<file path="config.mk">
export PLATFORM = sky130hd
export DESIGN_NAME = tlbos_ram
export DESIGN_NICKNAME = d
export VERILOG_FILES = /design/src/hdl/tlbos_ram.sv
export SDC_FILE = /design/constraint.sdc
export NUM_CORES = 1
export LEC_CHECK = 0
export BUFFER_PORTS_ARGS = -buffer_cell sky130_fd_sc_hd__buf_2
export CORE_MARGIN = 5
export CORE_UTILIZATION = 30
export CTS_BUF_LIST = sky130_fd_sc_hd__clkbuf_2 sky130_fd_sc_hd__clkbuf_4 sky130_fd_sc_hd__clkbuf_8
export DETAILED_ROUTE_END_ITERATION = 10
export SKIP_CTS_REPAIR_TIMING = 1
export SLEW_MARGIN = 20
export SYNTH_ARGS = -nofsm -noshare
export SYNTH_HDL_FRONTEND = slang
export SYNTH_SLANG_ARGS = --single-unit
</file>
<file path="constraint.sdc">
create_clock -name clk -period 4.1 [get_ports clk]
set_input_delay 0.41 -clock clk [delete_from_list [all_inputs] [get_ports clk]]
set_output_delay 0.41 -clock clk [all_outputs]
set_load 0.03 [all_outputs]
</file>
<file path="src/hdl/tlbos_ram.sv">
`default_nettype none
module tlbos_ram #(
  parameter int WIDTH = 8,
  parameter int DEPTH = 16
) (
  input  wire logic                     clk,
  input  wire logic                     we,
  input  wire logic [$clog2(DEPTH)-1:0] waddr,
  input  wire logic [WIDTH-1:0]         wdata,
  input  wire logic [$clog2(DEPTH)-1:0] raddr,
  output logic      [WIDTH-1:0]         rdata
);

  logic [WIDTH-1:0] mem [DEPTH];

  always_ff @(posedge clk) begin
    if (we) begin
      mem[waddr] <= wdata;
    end
    rdata <= mem[raddr];
  end

endmodule
`default_nettype wire

</file>
After elaboration in Yosys (flattened, before gate mapping). Memory sizes are Yosys's and may differ from the RTL's. A register that Yosys moved wholly into a read port is not among the register bits. Cells that the tools add are included.

Mux-type cells: 2.

Operator list (number): two-way mux 1 bit (2).

Flip-flop bits (word level): 0. RAM bits: 128. Input port bits: 18. Memories kept: 1.

Memory list: mem (words 16, width 8, read ports 1, clocked after memory_dff 1, write ports 1, line 14) `logic [WIDTH-1:0] mem [DEPTH];`.

Logic depth before layout (Yosys ltp). Gate-level depths: netlist (run 1).

Depth after elaboration: 2. Mapped depth: 5.

Worst setup path before layout (run 1). No wires, ideal clock.

Path kind: input -> register. Start: input port waddr[2]. End: memory mem[0][0] (enable). Library setup time: 0.383 ns. Data arrival time: 1.520 ns. Data required time: 3.717 ns. Path slack: 2.197 ns. Stages: 2. Buffers on the path: 0. Cells stage by stage: or3b_2 nor3_1.

RTL lines: from (decl) (line 8) `input wire logic [$clog2(DEPTH)-1:0] waddr,`; to (decl) (line 14).

No word-level cell before the write port.

Worst setup path after layout (run 1).
Start: input port waddr[2]. End: memory mem[2][6] (enable).

No word-level cell before the write port.

==> results of run 1 <==
[flip-flops by register name, indices dropped and copies added, names as in the netlist]
| name | flops |
|---|---|
| mem | 128 |
| rdata | 8 |
[where the power goes]
group | switching, mW | internal (mW) | leakage, nW | total (mW)
clock | 0.478 | 0.627 | 0.199 | 1.11
combinational | 0.0980 | 0.0561 | 0.488 | 0.154
sequential | 0.0108 | 1.55 | 1.22 | 1.56
total | 0.587 | 2.24 | 1.91 | 2.82
[kinds of logic (layout without fill, tap and decap cells)]
kind of cell	after synthesis	in the layout	synth area share, %
flops	136	136	77.8
mux	32	32	15.0
simple gates	35	35	3.18
compound gates	16	16	2.33
buf+inv	10	60	1.68
[critical path: stages]
cell	delay [ns]
buf_2	0.11
or3b_2	0.52
nor2_1	0.72
[routing by layer]
| layer | up-vias | global-route usage (%) |
|---|---|---|
| li1 | 1047 | - |
| met3 | 2 | 3.05 |
| met4 | 0 | 3.31 |
| met5 | - | 0 |
| met2 | 84 | 16.9 |
| met1 | 1262 | 14.9 |
[final timing paths]
kind              startpoint          to  slack, ns
setup / recovery    waddr[2]   mem[2][6]       2.39
hold / removal      wdata[2]  mem[12][2]       0.36
setup reg to reg   mem[1][3]    rdata[3]       2.68
hold reg to reg    mem[8][1]    rdata[1]       0.67
[stage by stage]
step	setup WS, ns	power [mW]	area (sq um)
6_report	2.39	2.82	5910
4_1_cts	2.06	2.85	5900
3_5_place_dp	1.60	1.75	5490
2_1_floorplan	2.20	1.69	5150
3_3_place_gp	1.62	1.75	5480
5_1_grt	2.33	2.94	5910
[area by class of cell]
class | count | area, sq um
tap | 220 | 275
fill | 1584 | 10800
multi-input combinational | 83 | 1060
timing repair buffer | 28 | 150
clock inverter | 13 | 153
clock buffer | 19 | 262
sequential | 136 | 4000
[layout by cell type, fill, tap and decap left out, drive strengths merged]
cell type | synthesis | final
edfxtp | 128 | 128
mux4 | 32 | 32
buf | 7 | 28
clkbuf | 0 | 19
a22oi | 16 | 16
nor2 | 13 | 13
nand2 | 9 | 9
dfxtp | 8 | 8
clkinv | 0 | 5
clkinvlp | 0 | 5
nor3 | 4 | 4
bufinv | 0 | 3
nand3b | 2 | 2
nand2b | 2 | 2
nor2b | 1 | 1
and2 | 1 | 1
and2b | 1 | 1
nand3 | 1 | 1
or3b | 1 | 1
==> run metrics, run 1 <==
final hold violation count 0; fin crit period 1.71 ns; CTS tree done; Starting Density 30.8%; input/output buffers 25; initial antenna violation count 0; Antenna Cells 0; hold path cells 1; syn_area_per_cell 22.5 sq um; PwrDens 478 mW/mm^2; Final TNS setup 0 ns; Slew headroom 35.6%; FMAX 584 MHz; Clock H-tree levels 4; Total Nets Final 284; die area 0.0199 sq mm; RSZ-0062 raised after global routing false; post-synthesis cell count 229; post-synthesis async set-or-reset flop share 0%; Util after Layout 35.4%; core area 0.0167 sq mm; GRT Total Usage 10.8%; hpwl dp 6340 microns; Slew Viols, Final 0; Max Used Layer met4; TritonCTS Sinks 136; critical path capture point type flop; TritonRoute pass-1 iters 4; worst vdd ir 0.000258 V; wirelength, routed 10100 microns; top-area cell type share of the netlist area 74.7%; vias per inst 4.80; non-filler cells, final 499; EDFF count, synth 128; Tightest Pin Transition 0.963 ns; met3 routed WL 698 microns; Detail Route Antenna Nets 0; type of the worst min-delay path input port to flop; top cells by area, synth edfxtp_1 75%, mux4_2 7.9%, mux4_1 7.1%; row cnt 47; Yosys cell types 19; Top Ports 26; part of the cycle the worst path needs 41.8%; worst-case clock skew 0.0110 ns; Remaining Overflow, GRT 0; root buf cell clkbuf_8; Remaining DRCs 0; Setup crit start kind input port; final setup vio count 0; synth warn 0; M1 WL 4480 microns; global-route wire length before repair 15500 microns; Clock Latency Late Sink 0.42 ns; largest net degree at the start of global routing 33; post-synthesis sequential area ratio 77.8%; Clock Tree Buf Depth 2; biggest area consumer among synthesized cells edfxtp_1; CP Class input port to flop; Synth Cell Area 0.00515 sq mm; syn nets 247; maxcap violations 0; Leakage Power 1.91 nW; Die H 141 microns; critical path arrival 1.76 ns; final hold slack 0.364 ns; Primary FF master, synth edfxtp_1; Placer Congestion 0.750; DP Cell Count 467; via count 2395; initial drt markers 251; r2r worst-path depth 3; Avg WL per Cell 20.3 microns; Layout area overhead 14.7%; CTS Buf Count 17; share of layout cells above drive strength 1 28.7%; CP max FO 8; most frequent cell after synthesis edfxtp_1; Clock transition at path regs 0.07 ns; status finished, final reports clean; Worst Path Required 4.15 ns; vias in the first global route 2502; top cells by count, synth 128 x edfxtp_1, 18 x mux4_2, 16 x a22oi_1; #FFs+latches synth 136; met2 WL post-DR 4920 microns; die span in x 141 microns
Power figures use the tool's default switching activity.
==> inputs of run 2 (changes only) <==
==> constraint.sdc (replaced) <==
create_clock -name clk -period 1.5 [get_ports clk]
set_input_delay 0.15 -clock clk [delete_from_list [all_inputs] [get_ports clk]]
set_output_delay 0.15 -clock clk [all_outputs]
set_load 0.03 [all_outputs]
==> run 2 against run 1 <==
Clock power rose to 2.8 times the previous value. Design area rose by 3.2%. Setup slack got worse by 2.3 ns. Largest cell class unchanged. Largest power group unchanged. Highest routed layer unchanged.
==> run metrics, run 2 (synthesized netlist as in run 1, its figures left out) <==
status finished, final reports clean; global-route wire length before repair 15300 microns (-1.1%); Reg-to-Reg End rdata[3]; via count 2340 (-2.3%); CP Class flop to flop; area of the multi-input gates 0.00106 sq mm (unchanged); Leakage Power 2.05 nW (+7.0%); final hold violation count 0 (unchanged); Most flops, register mem; Top Ports 26 (unchanged); Clk pwr share 39.9% (+0.7 points); Clock Tree Buf Depth 2 (unchanged); final setup vio count 0 (unchanged); Hold Crit Start wdata[1]; CP max FO 1 (-7); worst vdd ir 0.000575 V (+120%); max reg flops 128 (unchanged); part of the cycle the worst path needs 95.2%; Slew Viols, Final 0 (unchanged); Clock transition at path regs 0.07 ns (about the same); Total Nets Final 303 (+6.7%); die span in x 141 microns (unchanged); r2r worst-path depth 3 (unchanged); Avg WL per Cell 19.3 microns (-4.6%); PwrDens 1290 mW/mm^2 (+170%); initial drt markers 273 (+8.8%); Detail Route Antenna Nets 0 (unchanged); Antenna Cells 0 (unchanged); power share of the sequential group 54.5% (-0.9 points); CP startpoint mem[1][3]; WHS Endpoint mem[7][1]; Setup crit start kind flop; Reg2Reg Launch Point mem[1][3]; row cnt 47 (unchanged); Combinational Power Share 5.7% (+0.2 points); Clock H-tree levels 4 (unchanged); Sw Ratio 20.2% (-0.64 points); RSZ-0062 raised after global routing false; # fillers 1584 (unchanged); TritonRoute pass-1 iters 4 (unchanged); Layout area overhead 18.4%; final hold slack 0.0914 ns (-0.272 ns); share of layout cells above drive strength 1 32.9% (+4.2 points); maxcap violations 0 (unchanged); core area 0.0167 sq mm (unchanged); leading cell type in the layout, fill and taps excluded edfxtp_1; TritonCTS Sinks 136 (unchanged); Final TNS setup 0 ns (unchanged); Remaining DRCs 0 (unchanged); fin crit period 1.43 ns; initial antenna violation count 0 (unchanged); Worst Path Required 1.82 ns (-2.33 ns); reg2reg setup slack 0.07 ns (-2.61 ns); wirelength, routed 10000 microns (-1.0%); worst-case clock skew 0.00606 ns (-0.00493 ns); root buf cell clkbuf_8; Tightest Pin Transition 0.732 ns (-0.231 ns); most frequent cells in the layout 128 x edfxtp_1, 25 x buf_2, 21 x clkbuf_8; Slew headroom 51.0% (+15 points); die area 0.0199 sq mm (unchanged); Placer Congestion 0.777 (+3.5%); Storage cell area 0.00400 sq mm (unchanged); Remaining Overflow, GRT 0 (unchanged); GRT Total Usage 10.7% (-0.093 points); Util after Layout 36.5% (+1.1 points); input/output buffers 25 (unchanged); Die H 141 microns (unchanged); hpwl dp 6750 microns (+6.5%); vias in the first global route 2575 (+2.9%); biggest regs mem: 128 flops, rdata: 8 flops; Starting Density 30.8% (unchanged); FMAX 700 MHz; critical path capture point type flop; largest net degree at the start of global routing 20 (-39%); type of the worst min-delay path input port to flop; Clock Latency Late Sink 0.44 ns (+0.02 ns); vias per inst 4.52 (-5.9%); CTS tree done; Sw Pwr 1.58 mW (+170%); Pint 6.26 mW (+180%); critical path arrival 1.75 ns (about the same); hold path cells 1 (unchanged); CTS Buf Count 17 (unchanged)
## run 2: changes by cell type in the layout (fill, tap and decap cells not counted), sizes merged
cell / change
buf: +19
clkbuf: +4
clkinvlp: -4
## run 2: critical path, cell delays in order, from the launching register on
cell,delay (ns)
edfxtp_1,0.37
mux4_1,0.51
a22oi_1,0.34
nand2_1,0.09
## run 2: metal layers
metal / global-route usage, % / part of all wire [%] / up-vias
met3: 3.32 / 5.2 / 19
met4: 4.90 / 2.0 / 0
met1: 14.1 / 45 / 1183
li1: - / - / 1081
met2: 16.5 / 48 / 57
met5: 0 / 0 / -
## run 2: final cells by class
class	instances	area share [%]
clock buffers	23	4.99
clock inverters	9	1.99
multi-input cells	83	17.4
flip-flops and latches	136	65.7
well taps	220	4.52
repair buffers	47	5.38
## run 2: worst max-delay path by stage
stage / endpoint / slack (ns) / depth (start not counted)
floorplan: mem[3][0] / 0.08 / 2
global placement: rdata[3] / -0.11 / 5
detailed placement: rdata[3] / -0.12 / 5
CTS: rdata[3] / 0.07 / 3
global route: rdata[2] / 0.009 / 3
finish: rdata[3] / 0.07 / 3
## run 2: power by group through the flow
stage | registers, mW | clock network [mW] | logic (mW)
global route | 4.28 | 3.40 | 0.484
global placement | 4.36 | 0 | 0.444
floorplan | 4.40 | 0 | 0.216
detailed placement | 4.36 | 0 | 0.454
CTS | 4.27 | 3.21 | 0.454
finish | 4.27 | 3.13 | 0.446
## run 2: stage by stage
| stage | worst slack [ns] | instance area, sq um | cells | power (mW) |
|---|---|---|---|---|
| after global routing | 0.00894 | 6090 | 518 | 8.16 |
| after floorplan | 0.0839 | 5150 | 229 | 4.61 |
| after CTS | 0.0718 | 6090 | 518 | 7.94 |
| final | 0.0719 | 6090 | 518 | 7.84 |
| after global placement | -0.105 | 5670 | 486 | 4.80 |
| after detailed placement | -0.123 | 5670 | 486 | 4.81 |
